===== src/cst_pkg.sv =====
// ----------------------------------------------------------------------------
// cst_pkg
// Shared types, codes, character constants and lookup functions for the
// C-subset token scanner.
// ----------------------------------------------------------------------------
package cst_pkg;

    localparam int CST_LEXEME_BYTES = 8;
    localparam int CST_LINE_BITS    = 16;
    localparam int RQ_DEPTH         = 4;

    // Scanner modes
    localparam int MODE_W = 4;
    localparam logic [MODE_W-1:0] M_IDLE    = 4'd0;
    localparam logic [MODE_W-1:0] M_IDENT   = 4'd1;
    localparam logic [MODE_W-1:0] M_NUMINT  = 4'd2;
    localparam logic [MODE_W-1:0] M_NUMFRAC = 4'd3;
    localparam logic [MODE_W-1:0] M_COMMENT = 4'd4;
    localparam logic [MODE_W-1:0] M_SLASH   = 4'd5;
    localparam logic [MODE_W-1:0] M_LT      = 4'd6;
    localparam logic [MODE_W-1:0] M_GT      = 4'd7;
    localparam logic [MODE_W-1:0] M_EQ      = 4'd8;
    localparam logic [MODE_W-1:0] M_NOT     = 4'd9;
    localparam logic [MODE_W-1:0] M_OR      = 4'd10;
    localparam logic [MODE_W-1:0] M_AMP     = 4'd11;

    // Token codes
    localparam logic [5:0] TK_PLUS   = 6'd0;
    localparam logic [5:0] TK_MINUS  = 6'd1;
    localparam logic [5:0] TK_TIMES  = 6'd2;
    localparam logic [5:0] TK_SLASH  = 6'd3;
    localparam logic [5:0] TK_MOD    = 6'd4;
    localparam logic [5:0] TK_LPAREN = 6'd5;
    localparam logic [5:0] TK_RPAREN = 6'd6;
    localparam logic [5:0] TK_LBRACE = 6'd7;
    localparam logic [5:0] TK_RBRACE = 6'd8;
    localparam logic [5:0] TK_SEMI   = 6'd9;
    localparam logic [5:0] TK_COMMA  = 6'd10;
    localparam logic [5:0] TK_LSS    = 6'd11;
    localparam logic [5:0] TK_LEQ    = 6'd12;
    localparam logic [5:0] TK_GTR    = 6'd13;
    localparam logic [5:0] TK_GEQ    = 6'd14;
    localparam logic [5:0] TK_ASSIGN = 6'd15;
    localparam logic [5:0] TK_EQL    = 6'd16;
    localparam logic [5:0] TK_NOT    = 6'd17;
    localparam logic [5:0] TK_NEQ    = 6'd18;
    localparam logic [5:0] TK_OR     = 6'd19;
    localparam logic [5:0] TK_AND    = 6'd20;
    localparam logic [5:0] TK_NAL    = 6'd21;
    localparam logic [5:0] TK_EOI    = 6'd22;
    localparam logic [5:0] TK_KW0    = 6'd23;
    localparam logic [5:0] TK_IDENT  = 6'd36;
    localparam logic [5:0] TK_NUMBER = 6'd37;

    // Characters
    localparam logic [7:0] CH_TAB    = 8'h09;
    localparam logic [7:0] CH_NL     = 8'h0A;
    localparam logic [7:0] CH_CR     = 8'h0D;
    localparam logic [7:0] CH_SPACE  = 8'h20;
    localparam logic [7:0] CH_BANG   = 8'h21;
    localparam logic [7:0] CH_PCT    = 8'h25;
    localparam logic [7:0] CH_AMP    = 8'h26;
    localparam logic [7:0] CH_LPAREN = 8'h28;
    localparam logic [7:0] CH_RPAREN = 8'h29;
    localparam logic [7:0] CH_STAR   = 8'h2A;
    localparam logic [7:0] CH_PLUS   = 8'h2B;
    localparam logic [7:0] CH_COMMA  = 8'h2C;
    localparam logic [7:0] CH_MINUS  = 8'h2D;
    localparam logic [7:0] CH_DOT    = 8'h2E;
    localparam logic [7:0] CH_SLASH  = 8'h2F;
    localparam logic [7:0] CH_0      = 8'h30;
    localparam logic [7:0] CH_9      = 8'h39;
    localparam logic [7:0] CH_SEMI   = 8'h3B;
    localparam logic [7:0] CH_LT     = 8'h3C;
    localparam logic [7:0] CH_EQ     = 8'h3D;
    localparam logic [7:0] CH_GT     = 8'h3E;
    localparam logic [7:0] CH_UA     = 8'h41;
    localparam logic [7:0] CH_UZ     = 8'h5A;
    localparam logic [7:0] CH_LA     = 8'h61;
    localparam logic [7:0] CH_LZ     = 8'h7A;
    localparam logic [7:0] CH_LBRACE = 8'h7B;
    localparam logic [7:0] CH_BAR    = 8'h7C;
    localparam logic [7:0] CH_RBRACE = 8'h7D;

    // Keywords, packed first character in the low byte
    localparam int KW_COUNT = 13;
    localparam logic [63:0] KW_TEXT [KW_COUNT] = '{
        64'h0000_0000_0074_6e69,  // int
        64'h0000_0074_616f_6c66,  // float
        64'h0000_0000_6c6f_6f62,  // bool
        64'h0000_0000_0000_6669,  // if
        64'h0000_0000_6573_6c65,  // else
        64'h0000_0000_0072_6f66,  // for
        64'h0000_0065_6c69_6877,  // while
        64'h0000_0000_6575_7274,  // true
        64'h0000_0065_736c_6166,  // false
        64'h0000_6e72_7574_6572,  // return
        64'h0000_0066_6e61_6373,  // scanf
        64'h0000_6674_6e69_7270,  // printf
        64'h0000_0000_6469_6f76   // void
    };
    localparam logic [7:0] KW_LEN [KW_COUNT] = '{
        8'd3, 8'd5, 8'd4, 8'd2, 8'd4, 8'd3, 8'd5, 8'd4, 8'd5, 8'd6, 8'd5, 8'd6, 8'd4
    };

    typedef struct packed {
        logic [5:0]  code;
        logic [63:0] bytes;
        logic [7:0]  len;
        logic        ovf;
        logic [15:0] line;
        logic        last;
    } t_result;

    // Results produced by one accepted word, in order.
    typedef struct packed {
        logic [1:0] count;
        t_result    r0;
        t_result    r1;
    } t_push;

    function automatic logic is_letter(input logic [7:0] c);
        return (c >= CH_LA && c <= CH_LZ) || (c >= CH_UA && c <= CH_UZ);
    endfunction

    function automatic logic is_digit(input logic [7:0] c);
        return c >= CH_0 && c <= CH_9;
    endfunction

    function automatic logic is_space(input logic [7:0] c);
        return c == CH_SPACE || (c >= CH_TAB && c <= CH_CR);
    endfunction

    function automatic logic [5:0] keyword_code(input logic [63:0] text,
                                                input logic [7:0] len,
                                                input int lex_bytes);
        logic [5:0] code;
        code = TK_IDENT;
        for (int k = KW_COUNT - 1; k >= 0; k--) begin
            if (len == KW_LEN[k] && int'(KW_LEN[k]) <= lex_bytes && text == KW_TEXT[k]) begin
                code = 6'(int'(TK_KW0) + k);
            end
        end
        return code;
    endfunction

    // Mode entered by an operator that may pair with a second character.
    function automatic logic [MODE_W-1:0] lead_mode(input logic [7:0] c);
        logic [MODE_W-1:0] m;
        case (c)
            CH_SLASH: m = M_SLASH;
            CH_LT:    m = M_LT;
            CH_GT:    m = M_GT;
            CH_EQ:    m = M_EQ;
            CH_BANG:  m = M_NOT;
            CH_BAR:   m = M_OR;
            CH_AMP:   m = M_AMP;
            default:  m = M_IDLE;
        endcase
        return m;
    endfunction

    function automatic logic [5:0] single_code(input logic [7:0] c);
        logic [5:0] code;
        case (c)
            CH_PLUS:   code = TK_PLUS;
            CH_MINUS:  code = TK_MINUS;
            CH_STAR:   code = TK_TIMES;
            CH_PCT:    code = TK_MOD;
            CH_LPAREN: code = TK_LPAREN;
            CH_RPAREN: code = TK_RPAREN;
            CH_LBRACE: code = TK_LBRACE;
            CH_RBRACE: code = TK_RBRACE;
            CH_SEMI:   code = TK_SEMI;
            CH_COMMA:  code = TK_COMMA;
            default:   code = TK_NAL;
        endcase
        return code;
    endfunction

    // Token for an operator character that found no partner.
    function automatic logic [5:0] op_single(input logic [MODE_W-1:0] m);
        logic [5:0] code;
        case (m)
            M_SLASH: code = TK_SLASH;
            M_LT:    code = TK_LSS;
            M_GT:    code = TK_GTR;
            M_EQ:    code = TK_ASSIGN;
            M_NOT:   code = TK_NOT;
            default: code = TK_NAL;
        endcase
        return code;
    endfunction

    function automatic logic [7:0] op_second(input logic [MODE_W-1:0] m);
        logic [7:0] c;
        case (m)
            M_SLASH: c = CH_SLASH;
            M_OR:    c = CH_BAR;
            M_AMP:   c = CH_AMP;
            default: c = CH_EQ;
        endcase
        return c;
    endfunction

    function automatic logic [5:0] op_pair(input logic [MODE_W-1:0] m);
        logic [5:0] code;
        case (m)
            M_LT:    code = TK_LEQ;
            M_GT:    code = TK_GEQ;
            M_EQ:    code = TK_EQL;
            M_NOT:   code = TK_NEQ;
            M_OR:    code = TK_OR;
            M_AMP:   code = TK_AND;
            default: code = TK_NAL;
        endcase
        return code;
    endfunction

endpackage


===== src/c_subset_token_scanner.sv =====
// ----------------------------------------------------------------------------
// c_subset_token_scanner
// Lexer for a small C subset: one source byte in, tokens out.
// ----------------------------------------------------------------------------
// Usage:
//   The slave channel takes one source byte per word in s_axis_tdata; a word
//   with s_axis_tlast high marks end of input, flushes any pending token and
//   produces an EOI token (its data byte is ignored). The master channel
//   gives one token per word; m_axis_tlast marks the last token caused by
//   one input word.
//   A token enters the result queue in the cycle after the word that causes
//   it is taken. The block takes one byte per cycle while s_axis_tready is
//   high; a byte that ends one token and is itself a token gives two tokens,
//   which leave one after the other through the four-entry result queue. A
//   run of such bytes is held back by the queue even when the master side
//   never stalls, as it takes the tokens one at a time. s_axis_tready is high
//   while that queue holds at most two tokens, so a stalled receiver keeps
//   the tokens in the queue and input stops once three or more tokens wait;
//   bytes that give no token keep passing until then.
//   Reset (synchronous, active low) empties the queue, returns the scanner
//   to idle and sets the line count to one.
// ----------------------------------------------------------------------------
module c_subset_token_scanner #(
    parameter int LEXEME_BYTES = cst_pkg::CST_LEXEME_BYTES,
    parameter int LINE_BITS    = cst_pkg::CST_LINE_BITS
) (
    input  logic        i_clk,
    input  logic        i_rst_n,
    input  logic        s_axis_tvalid,
    output logic        s_axis_tready,
    input  logic [7:0]  s_axis_tdata,   // [7:0] char_code
    input  logic        s_axis_tlast,   // end_of_input
    output logic        m_axis_tvalid,
    input  logic        m_axis_tready,
    output logic [95:0] m_axis_tdata,   // [5:0] token_code, [69:6] lexeme_bytes,
                                        // [77:70] lexeme_length, [78] lexeme_overflow,
                                        // [94:79] line_number, [95] zero
    output logic        m_axis_tlast    // last_result
);
    import cst_pkg::*;

    logic    accept, space;
    t_push   push;
    t_result res;

    assign s_axis_tready = space;
    assign accept        = s_axis_tvalid && space;

    cst_scan_core #(
        .LEXEME_BYTES (LEXEME_BYTES),
        .LINE_BITS    (LINE_BITS)
    ) u_core (
        .i_clk    (i_clk),
        .i_rst_n  (i_rst_n),
        .i_accept (accept),
        .i_char   (s_axis_tdata),
        .i_eoi    (s_axis_tlast),
        .o_push   (push)
    );

    cst_result_queue u_queue (
        .i_clk    (i_clk),
        .i_rst_n  (i_rst_n),
        .i_push   (push),
        .o_space  (space),
        .o_valid  (m_axis_tvalid),
        .i_ready  (m_axis_tready),
        .o_result (res)
    );

    assign m_axis_tdata = {1'b0, res.line, res.ovf, res.len, res.bytes, res.code};
    assign m_axis_tlast = res.last;

endmodule


===== src/cst_scan_core.sv =====
// ----------------------------------------------------------------------------
// cst_scan_core
// Scanner state registers and the single-pass next-state and token logic.
// Each accepted word yields zero, one or two tokens.
// ----------------------------------------------------------------------------
module cst_scan_core #(
    parameter int LEXEME_BYTES = cst_pkg::CST_LEXEME_BYTES,
    parameter int LINE_BITS    = cst_pkg::CST_LINE_BITS
) (
    input  logic           i_clk,
    input  logic           i_rst_n,
    input  logic           i_accept,
    input  logic [7:0]     i_char,
    input  logic           i_eoi,
    output cst_pkg::t_push o_push
);
    import cst_pkg::*;

    localparam int BUF_W = LEXEME_BYTES * 8;
    localparam logic [LINE_BITS-1:0] LINE_MAX = {LINE_BITS{1'b1}};
    localparam logic [LINE_BITS-1:0] LINE_ONE = LINE_BITS'(1);

    logic [MODE_W-1:0]    r_mode, n_mode;
    logic [BUF_W-1:0]     r_buf, n_buf;
    logic [7:0]           r_cnt, n_cnt;
    logic [LINE_BITS-1:0] r_line, n_line;
    logic [LINE_BITS-1:0] r_start, n_start;

    logic [MODE_W-1:0]    idle_mode;
    logic [BUF_W-1:0]     idle_buf, add_buf;
    logic [7:0]           idle_cnt, add_cnt;
    logic [LINE_BITS-1:0] idle_line, idle_start, line_inc;
    logic                 idle_v, f_v, a_v, b_v, brk;
    t_result              idle_res, f_res, a_res, b_res;

    function automatic t_result mk(input logic [5:0] code, input logic [63:0] bytes,
                                   input logic [7:0] len, input logic [LINE_BITS-1:0] line);
        t_result r;
        r.code  = code;
        r.bytes = bytes;
        r.len   = len;
        r.ovf   = len > 8'(LEXEME_BYTES);
        r.line  = 16'(line);
        r.last  = 1'b0;
        return r;
    endfunction

    assign line_inc = (r_line != LINE_MAX) ? r_line + LINE_ONE : r_line;

    // Append the character to the current lexeme.
    always_comb begin
        add_buf = r_buf;
        for (int b = 0; b < LEXEME_BYTES; b++) begin
            if (r_cnt == 8'(b)) begin
                add_buf[b*8 +: 8] = i_char;
            end
        end
        add_cnt = (r_cnt != 8'd255) ? r_cnt + 8'd1 : r_cnt;
    end

    // Pending token flushed when a lexeme ends.
    always_comb begin
        f_v   = 1'b0;
        f_res = mk(TK_IDENT, 64'(r_buf), r_cnt, r_start);
        case (r_mode)
            M_IDENT: begin
                f_v   = 1'b1;
                f_res = mk(keyword_code(64'(r_buf), r_cnt, LEXEME_BYTES),
                           64'(r_buf), r_cnt, r_start);
            end
            M_NUMINT, M_NUMFRAC: begin
                f_v   = 1'b1;
                f_res = mk(TK_NUMBER, 64'(r_buf), r_cnt, r_start);
            end
            M_SLASH, M_LT, M_GT, M_EQ, M_NOT, M_OR, M_AMP: begin
                f_v   = 1'b1;
                f_res = mk(op_single(r_mode), 64'(r_buf), 8'd1, r_start);
            end
            default: begin
                f_v = 1'b0;
            end
        endcase
    end

    // Handling of the character as if the scanner were idle.
    always_comb begin
        idle_mode  = M_IDLE;
        idle_buf   = r_buf;
        idle_cnt   = r_cnt;
        idle_line  = r_line;
        idle_start = r_start;
        idle_v     = 1'b0;
        idle_res   = mk(single_code(i_char), 64'(i_char), 8'd1, r_line);
        if (i_char == CH_NL) begin
            idle_line = line_inc;
        end else if (is_space(i_char)) begin
            idle_mode = M_IDLE;
        end else if (is_letter(i_char) || is_digit(i_char) || lead_mode(i_char) != M_IDLE) begin
            if (is_letter(i_char)) begin
                idle_mode = M_IDENT;
            end else if (is_digit(i_char)) begin
                idle_mode = M_NUMINT;
            end else begin
                idle_mode = lead_mode(i_char);
            end
            idle_buf   = BUF_W'(i_char);
            idle_cnt   = 8'd1;
            idle_start = r_line;
        end else begin
            idle_v = 1'b1;
        end
    end

    always_comb begin
        n_mode  = r_mode;
        n_buf   = r_buf;
        n_cnt   = r_cnt;
        n_line  = r_line;
        n_start = r_start;
        brk     = 1'b0;
        a_v     = 1'b0;
        a_res   = f_res;
        b_v     = 1'b0;
        b_res   = idle_res;
        if (i_eoi) begin
            a_v    = f_v;
            b_v    = 1'b1;
            b_res  = mk(TK_EOI, 64'd0, 8'd0, r_line);
            n_mode = M_IDLE;
            n_buf  = '0;
            n_cnt  = 8'd0;
        end else begin
            case (r_mode)
                M_IDENT: begin
                    if (is_letter(i_char) || is_digit(i_char)) begin
                        n_buf = add_buf;
                        n_cnt = add_cnt;
                    end else begin
                        brk = 1'b1;
                    end
                end
                M_NUMINT: begin
                    if (is_digit(i_char) || i_char == CH_DOT) begin
                        n_buf = add_buf;
                        n_cnt = add_cnt;
                        if (i_char == CH_DOT) begin
                            n_mode = M_NUMFRAC;
                        end
                    end else begin
                        brk = 1'b1;
                    end
                end
                M_NUMFRAC: begin
                    if (is_digit(i_char)) begin
                        n_buf = add_buf;
                        n_cnt = add_cnt;
                    end else begin
                        brk = 1'b1;
                    end
                end
                M_COMMENT: begin
                    if (i_char == CH_NL) begin
                        n_line = line_inc;
                        n_mode = M_IDLE;
                    end
                end
                M_SLASH: begin
                    if (i_char == CH_SLASH) begin
                        n_mode = M_COMMENT;
                    end else begin
                        brk = 1'b1;
                    end
                end
                M_LT, M_GT, M_EQ, M_NOT, M_OR, M_AMP: begin
                    if (i_char == op_second(r_mode)) begin
                        a_v    = 1'b1;
                        a_res  = mk(op_pair(r_mode), {48'd0, i_char, r_buf[7:0]},
                                    8'd2, r_start);
                        n_mode = M_IDLE;
                    end else begin
                        brk = 1'b1;
                    end
                end
                default: begin
                    brk = 1'b1;
                end
            endcase
            if (brk) begin
                // A flushed token comes ahead of anything this character starts.
                a_v     = f_v;
                b_v     = idle_v;
                n_mode  = idle_mode;
                n_buf   = idle_buf;
                n_cnt   = idle_cnt;
                n_line  = idle_line;
                n_start = idle_start;
            end
        end
    end

    always_comb begin
        o_push.count   = {1'b0, a_v} + {1'b0, b_v};
        o_push.r0      = a_v ? a_res : b_res;
        o_push.r0.last = !(a_v && b_v);
        o_push.r1      = b_res;
        o_push.r1.last = 1'b1;
        if (!i_accept) begin
            o_push.count = 2'd0;
        end
    end

    always_ff @(posedge i_clk) begin
        if (!i_rst_n) begin
            r_mode  <= M_IDLE;
            r_buf   <= '0;
            r_cnt   <= 8'd0;
            r_line  <= LINE_ONE;
            r_start <= LINE_ONE;
        end else if (i_accept) begin
            r_mode  <= n_mode;
            r_buf   <= n_buf;
            r_cnt   <= n_cnt;
            r_line  <= n_line;
            r_start <= n_start;
        end
    end

endmodule


===== src/cst_result_queue.sv =====
// ----------------------------------------------------------------------------
// cst_result_queue
// Small register queue that takes up to two tokens per cycle and hands one
// token per cycle to the output channel while it is ready.
// ----------------------------------------------------------------------------
module cst_result_queue (
    input  logic             i_clk,
    input  logic             i_rst_n,
    input  cst_pkg::t_push   i_push,
    output logic             o_space,
    output logic             o_valid,
    input  logic             i_ready,
    output cst_pkg::t_result o_result
);
    import cst_pkg::*;

    localparam int PTR_W = $clog2(RQ_DEPTH);
    localparam int CNT_W = $clog2(RQ_DEPTH + 1);

    t_result          r_mem [RQ_DEPTH];
    logic [PTR_W-1:0] r_wp, r_rp;
    logic [CNT_W-1:0] r_count;
    logic             pop;

    assign o_valid  = r_count != '0;
    assign pop      = o_valid && i_ready;
    // Room for the largest burst one word can cause.
    assign o_space  = r_count <= CNT_W'(RQ_DEPTH - 2);
    assign o_result = r_mem[r_rp];

    always_ff @(posedge i_clk) begin
        if (i_push.count != 2'd0) begin
            r_mem[r_wp] <= i_push.r0;
        end
        if (i_push.count == 2'd2) begin
            r_mem[r_wp + PTR_W'(1)] <= i_push.r1;
        end
    end

    always_ff @(posedge i_clk) begin
        if (!i_rst_n) begin
            r_wp    <= '0;
            r_rp    <= '0;
            r_count <= '0;
        end else begin
            r_wp    <= r_wp + PTR_W'(i_push.count);
            r_rp    <= r_rp + PTR_W'(pop);
            r_count <= r_count + CNT_W'(i_push.count) - CNT_W'(pop);
        end
    end

    a_count_bound: assert property (@(posedge i_clk) disable iff (!i_rst_n)
        r_count <= CNT_W'(RQ_DEPTH))
        else $error("result queue count out of range");

    a_no_overrun: assert property (@(posedge i_clk) disable iff (!i_rst_n)
        (i_push.count != 2'd0) |-> o_space)
        else $error("tokens pushed without room in the result queue");

    a_count_track: assert property (@(posedge i_clk) disable iff (!i_rst_n)
        $past(i_rst_n) |-> r_count == $past(r_count) + CNT_W'($past(i_push.count))
                                      - CNT_W'($past(pop)))
        else $error("result queue count does not follow pushes and pops");

endmodule


===== config.mk =====
export PLATFORM = sky130hd
export DESIGN_NAME = c_subset_token_scanner
export DESIGN_NICKNAME = d
export VERILOG_FILES = /design/src/cst_pkg.sv /design/src/c_subset_token_scanner.sv /design/src/cst_scan_core.sv /design/src/cst_result_queue.sv
export SDC_FILE = /design/constraint.sdc
export NUM_CORES = 1
export LEC_CHECK = 0
export BUFFER_PORTS_ARGS = -buffer_cell sky130_fd_sc_hd__buf_2
export CAP_MARGIN = 10
export CORE_ASPECT_RATIO = 1.1
export CORE_MARGIN = 1.5
export CORE_UTILIZATION = 30
export CTS_BUF_LIST = sky130_fd_sc_hd__clkbuf_8
export DETAILED_ROUTE_END_ITERATION = 6
export SYNTH_ARGS = -nofsm -noshare
export SYNTH_HDL_FRONTEND = slang
export SYNTH_SLANG_ARGS = --single-unit

===== constraint.sdc =====
create_clock -name i_clk -period 6.5 [get_ports i_clk]
set_input_delay 0 -clock i_clk [delete_from_list [all_inputs] [get_ports i_clk]]
set_output_delay 0 -clock i_clk [all_outputs]
set_load 0.05 [all_outputs]

After elaboration in Yosys (flattened, before gate mapping):

Memories as Yosys holds them, arrays and structs flattened. A register that Yosys moved wholly into a read port is not among the register bits.
Cells that the tools add are included.

* memories kept: 1
* flip-flop bits (word level): 115
* output and inout port bits: 99
* logic and storage cells: 231
* input bits: 13
* memory bits (writable): 384

* $add $sub $neg: 8
* equality and inequality tests: 65
* reduce and logical (&&, ||, !) cells: 41
* magnitude comparators: 10
* bitwise logic cells: 3
* multiplexer cells: 95

Memories
* u_queue.r_mem: depth 4, width 96, rd ports 1, clocked after Yosys merged registers in 1, write ports 2, RTL line cst_result_queue.sv:20 `t_result r_mem [RQ_DEPTH];`

Operators with widths (count)
* 2-to-1 mux 64 bit: 8
* 2-to-1 mux 96 bit: 4
* one-hot mux 96 bit (3 select lines): 1
* equality test 64 x 31 -> 1 bit, second input constant: 4
* equality test 64 x 39 -> 1 bit, second input constant: 4
* one-hot mux 64 bit (3 select lines): 1
* 2-to-1 mux 8 bit: 19
* equality test 64 x 23 -> 1 bit, second input constant: 2
* equality test 64 x 47 -> 1 bit, second input constant: 2
* equality test 8 x 6 -> 1 bit, second input constant: 16
* 2-to-1 mux 95 bit: 1
* equality test 64 x 15 -> 1 bit, second input constant: 1
* 2-to-1 mux 16 bit: 4
* 2-to-1 mux 4 bit: 14
* 2-to-1 mux 6 bit: 9
* one-hot mux 5 bit (10 select lines): 1
* equality test 8 x 3 -> 1 bit, second input constant: 4
* one-hot mux 5 bit (6 select lines): 1
* != test 4 x 2 -> 1 bit, second input constant: 7
* one-hot mux 4 bit (7 select lines): 1
* one-hot mux 5 bit (5 select lines): 1
* equality test 8 x 7 -> 1 bit, second input constant: 3
* one-hot mux 8 bit (3 select lines): 1
* one-hot mux 7 bit (3 select lines): 1
* 52 further kinds: 112

Logic depth before layout (Yosys ltp):

* word-level depth: 20
* depth in mapped cells: 19

Hierarchy:

A second synthesis with hierarchy kept.

* cell total of the unflattened synthesis: 2005
* area total of the unflattened synthesis: 26743.1 µm²

By module, submodules not included
* cst_result_queue: area an instance 19017.0 µm², cells an instance 974, instances 1
* cst_scan_core: area an instance 7708.6 µm², cells an instance 1028, instances 1
* c_subset_token_scanner: area an instance 17.5 µm², cells an instance 3, instances 1

Worst setup path after synthesis:

OpenSTA, ideal clock, no wires.

* path type: register to register
* from: register u_core.r_mode[3]
* to: memory u_queue.r_mem[0][10] in the netlist's numbering, enable pin
* data arrival time: 4.176 ns
* setup slack: 1.938 ns
* library setup time: 0.385 ns
* cell stages (with the launch flop): 17
* path buffers: 5
* path through: dfxtp_1 -> buf_6 -> or3b_1 -> a211o_1 -> a211oi_2 -> and2_1 -> buf_2 -> nor2_4 -> inv_2 -> buf_2 -> ha_1 -> nand2_1 -> clkbuf_1 -> nor3_1 -> nor2_1 -> clkbuf_1 -> inv_1

RTL lines
* from (decl): RTL line cst_scan_core.sv:23 `logic [MODE_W-1:0] r_mode, n_mode;`
* from (signal assigned): RTL line cst_scan_core.sv:220 `r_mode <= n_mode;`
* to (decl): RTL line cst_result_queue.sv:20

==> impl_results.md <==
- Initial Utilization: 0.303
- Worst Path Arrival: 6.14 ns
- Placer Congestion: about 0.9
- Post-synthesis cell type count: 88
- FMAX: roughly 0.18 GHz
- Initial antenna violation count: 0
- Clock Latency Late Sink: 0.68 ns
- Grt peak-use layer: met2
- CP Launch Point: u_core.r_mode[2]$_SDFFE_PN0P_
- DRT antenna net count: 0
- M1 GR Usage: 0.236
- CP Max Fanout: 37
- Setup crit end kind: flop
- Port buffer count: 110
- Setup-failing EPs final: 0
- Met2 Use GR: 0.300
- Worst R2R Setup Slack: approximately 0.85 ns
- All-Layer GR Usage: 0.179
- Maximum clock insertion buffer count: 3
- First-pass GRT wire length: 108 mm
- # IOs: between 100 and 150
- Met3 usage: 0.0264
- Hold path endpoint: u_core.r_buf[39]$_SDFFE_PN0P_
- WS Path Type: flop to flop
- P&R area growth vs syn: 13.1%
- Largest net degree at the start of global routing: 115
- Yosys top cell area share: 0.335
- Synthesized Nets: 2050
- RSZ-0062 raised after global routing: no
- Sw Ratio: 0.335
- Post-cts resize count: 0
- Placed Area: 23800 µm²
- Vias per inst: about 5.8
- Vias: 17900
- R2R depth: 12
- CP delay by family, top: simple AND/OR/NAND/NOR gates
- Mapped Cells: 2025
- Worst Hold Depth: 4
- Worst slew pin tran: ~1.2 ns
- Buf/Inv on CP: 2
- Fin. Hold Viols: 0
- Yosys reg bits: 499
- H-tree depth: 3
- CP peak stage delay: 0.87 ns
- Reg2reg end: u_queue.r_mem[1][94]$_DFFE_PP_
- Synth area leaders: dfxtp_1 34%, edfxtp_1 16%, mux4_2 9.6%
- Leak: 8.94 nW
- Switching pwr: approximately 0.0026 W
- Synth warnings: 0
- Die X: 265 µm
- Ys flop type: dfxtp_1
- Syn_area_per_cell: 11.2 µm²
- DR WL/cell: 23.1 µm
- Post-route DRC: 0
- Critical path startpoint category: flop
- Hold path start: i_rst_n
- Most used cell, CP: nor2_4
- Layout cell share with drive strength beyond 1: 0.185
- Cell Area, Synth: 22600 µm²
- Fin. max-slew vios: 0
- Layout Skew: ~0.02 ns
- CTS buffer count: 84
- Final hold slack: between 0.3 and 0.4 ns
- Die ar.: 77100 µm²
- HP Class: input pin to flop
- Diodes inserted: 0
- Total Wirelength: 71.1 mm
- Maximum vdd drop: 0.201 mV
- # clock sinks: about 500
- Final Net Count: 2080
- Slowest CP cell: nor2_4
- Internal: 0.00518 W
- Tcrit/Tclk final: 0.870
- Sequential fraction of the synthesis area: 0.495
- Clock slew at reported path FFs: 0.06 ns
- Async SR Flop Fraction: 0
- Clock network power share: 0.351
- Power density over the cells: 304 nW/µm²
- Root buffer cell: clkbuf_8
- Worst r2r src: u_core.r_mode[2]$_SDFFE_PN0P_
- Remaining Overflow, GRT: 0
- Leading area contributor after synthesis: dfxtp_1
- Tmin final: 5.65 ns
- Std-Cell Rows: roughly 110
- Final core occ: 0.343
- Pre-antenna DRT Iters: 6
- Post-Layout Inst Area: roughly 26000 µm²
- Setup TNS: 0 ns
- Outcome: complete, no violations
- Share of power burned in registers: 0.444
- Critical Path RT: 6.99 ns
- Vias in the first global route: 17400
- Hpwl dp: ~45 mm
- Combinational Power Share: 0.205
- Core ar.: about 75000 µm²
- Slew HR: 0.197
- CTS tree: done
- CP cell instances: or3b_1 > a211o_1 > a211oi_2 > and2_1 > nor2_4 > inv_2 > ha_1 > o21ai_1 > nor2_4 > buf_4 > a21oi_1 > o31ai_1
- Max Cap Violations: 0
- Iter 0 DRT Violations: between 1500 and 2000
- Chip height: 291 µm
- Number of synthesized flops with an enable pin: 120
-- registers in the layout (all words and copies together), names as in the netlist --
| signal | count |
|---|---|
| u_core.r_buf | 64 |
| u_core.r_cnt | 8 |
| u_core.r_line | 16 |
| u_core.r_mode | 4 |
| u_core.r_start | 16 |
| u_queue.r_count | 3 |
| u_queue.r_mem | 384 |
| u_queue.r_rp | 2 |
| u_queue.r_wp | 2 |
-- worst max-delay path by stage --
| stage | endpoint | depth (start not counted) |
|---|---|---|
| finish | u_queue.r_mem[1][94]$_DFFE_PP_ | 12 |
| global route | u_queue.r_mem[1][94]$_DFFE_PP_ | 13 |
| CTS | u_queue.r_mem[1][94]$_DFFE_PP_ | 12 |
| detailed placement | u_queue.r_mem[1][94]$_DFFE_PP_ | 12 |
| global placement | u_queue.r_mem[1][94]$_DFFE_PP_ | 13 |
| floorplan | u_queue.r_mem[0][10]$_DFFE_PP_ | 16 |
-- worst min-delay path, delay by kind of cell --
family | cells | cell delay [ns]
buffers and inverters | 2 | 0.83
AND/OR/NAND/NOR | 2 | 0.16
-- per-layer routing --
layer  routed length [µm]  vias up
li1                     -     8056
met1                30800     9099
met2                34500      675
met3                 4190      111
met4                 1650        0
met5                    0        -
-- synthesized netlist by cell type, types with 13 or more instances --
library cell and instances:
dfxtp_1 379, a32o_1 201, nand2_1 168, clkbuf_1 144, a22o_1 122, edfxtp_1 120, mux4_2 96, nand3_1 85
nor2_1 78, o21ai_0 70, o22ai_1 52, nor2b_1 38, buf_2 36, a21oi_1 30, nand4_1 26, and2_1 23
nor3_1 22, and3_1 21, mux2i_1 21, nor4_1 19, buf_1 16, inv_1 16, or3_1 14, nand2b_1 13
-- power by group through the flow --
stage / Sequential [W] / Clock (W) / Combinational (W)
after global routing: 0.00347 / 0.00292 / 0.00167
after CTS: 0.00345 / 0.00278 / 0.00161
after detailed placement: 0.00352 / 0 / 0.00160
after global placement: 0.00351 / 0 / 0.00159
after floorplan: 0.00339 / 0 / 0.00122
final: 0.00345 / 0.00273 / 0.00160
-- stage by stage --
step	power, W	setup WS (ns)	cells
floorplan	0.00461	1.94	2025
global placement	0.00510	1.06	2920
detailed placement	0.00512	0.920	2920
CTS	0.00785	0.898	3082
global route	0.00806	0.491	3082
finish	0.00778	0.847	3082
-- cell usage in the layout (no fill, tap or decap), types with 26 or more instances in the layout --
cell type  instances
a32o_1           201
clkbuf_8          99
dfxtp_1          377
nand3_1           85
a22o_1           122
edfxtp_1         120
inv_1             46
buf_4             30
o22ai_1           52
nor2b_1           38
nand4_1           26
buf_2            109
nand2_1          168
mux4_2            96
a21oi_1           30
o21ai_0           70
nor2_1            70
-- final cells by class --
cell class	count	area, µm²
Clock buffer	99	1360
Clock inverter	51	272
Fill cell	7461	49000
Inverter	17	63.8
Multi-Input combinational cell	1301	10600
Sequential cell	499	11200
Tap cell	963	1200
Timing Repair Buffer	152	911
-- logic make-up (layout without fill, tap and decap cells) --
kind of cell / after synthesis / count (layout) / synth area share
other cells: 1 / 1 / 0.000166
mux: 117 / 117 / 0.105
buf+inv: 225 / 319 / 0.0415
xor+xnor: 20 / 20 / 0.00774
fa+ha+maj: 12 / 12 / 0.00697
simple gates: 584 / 584 / 0.137
flops: 499 / 499 / 0.495
compound gates: 567 / 567 / 0.207
-- what timing repair did --
| action | in CTS | in global routing |
|---|---|---|
| setup buffers | 0 | 0 |
| hold buffers | 12 | 0 |
| setup endpoints to repair | 0 | 0 |
| endpoints found under the hold margin | 74 | 0 |
Power figures use the tool's default switching activity.
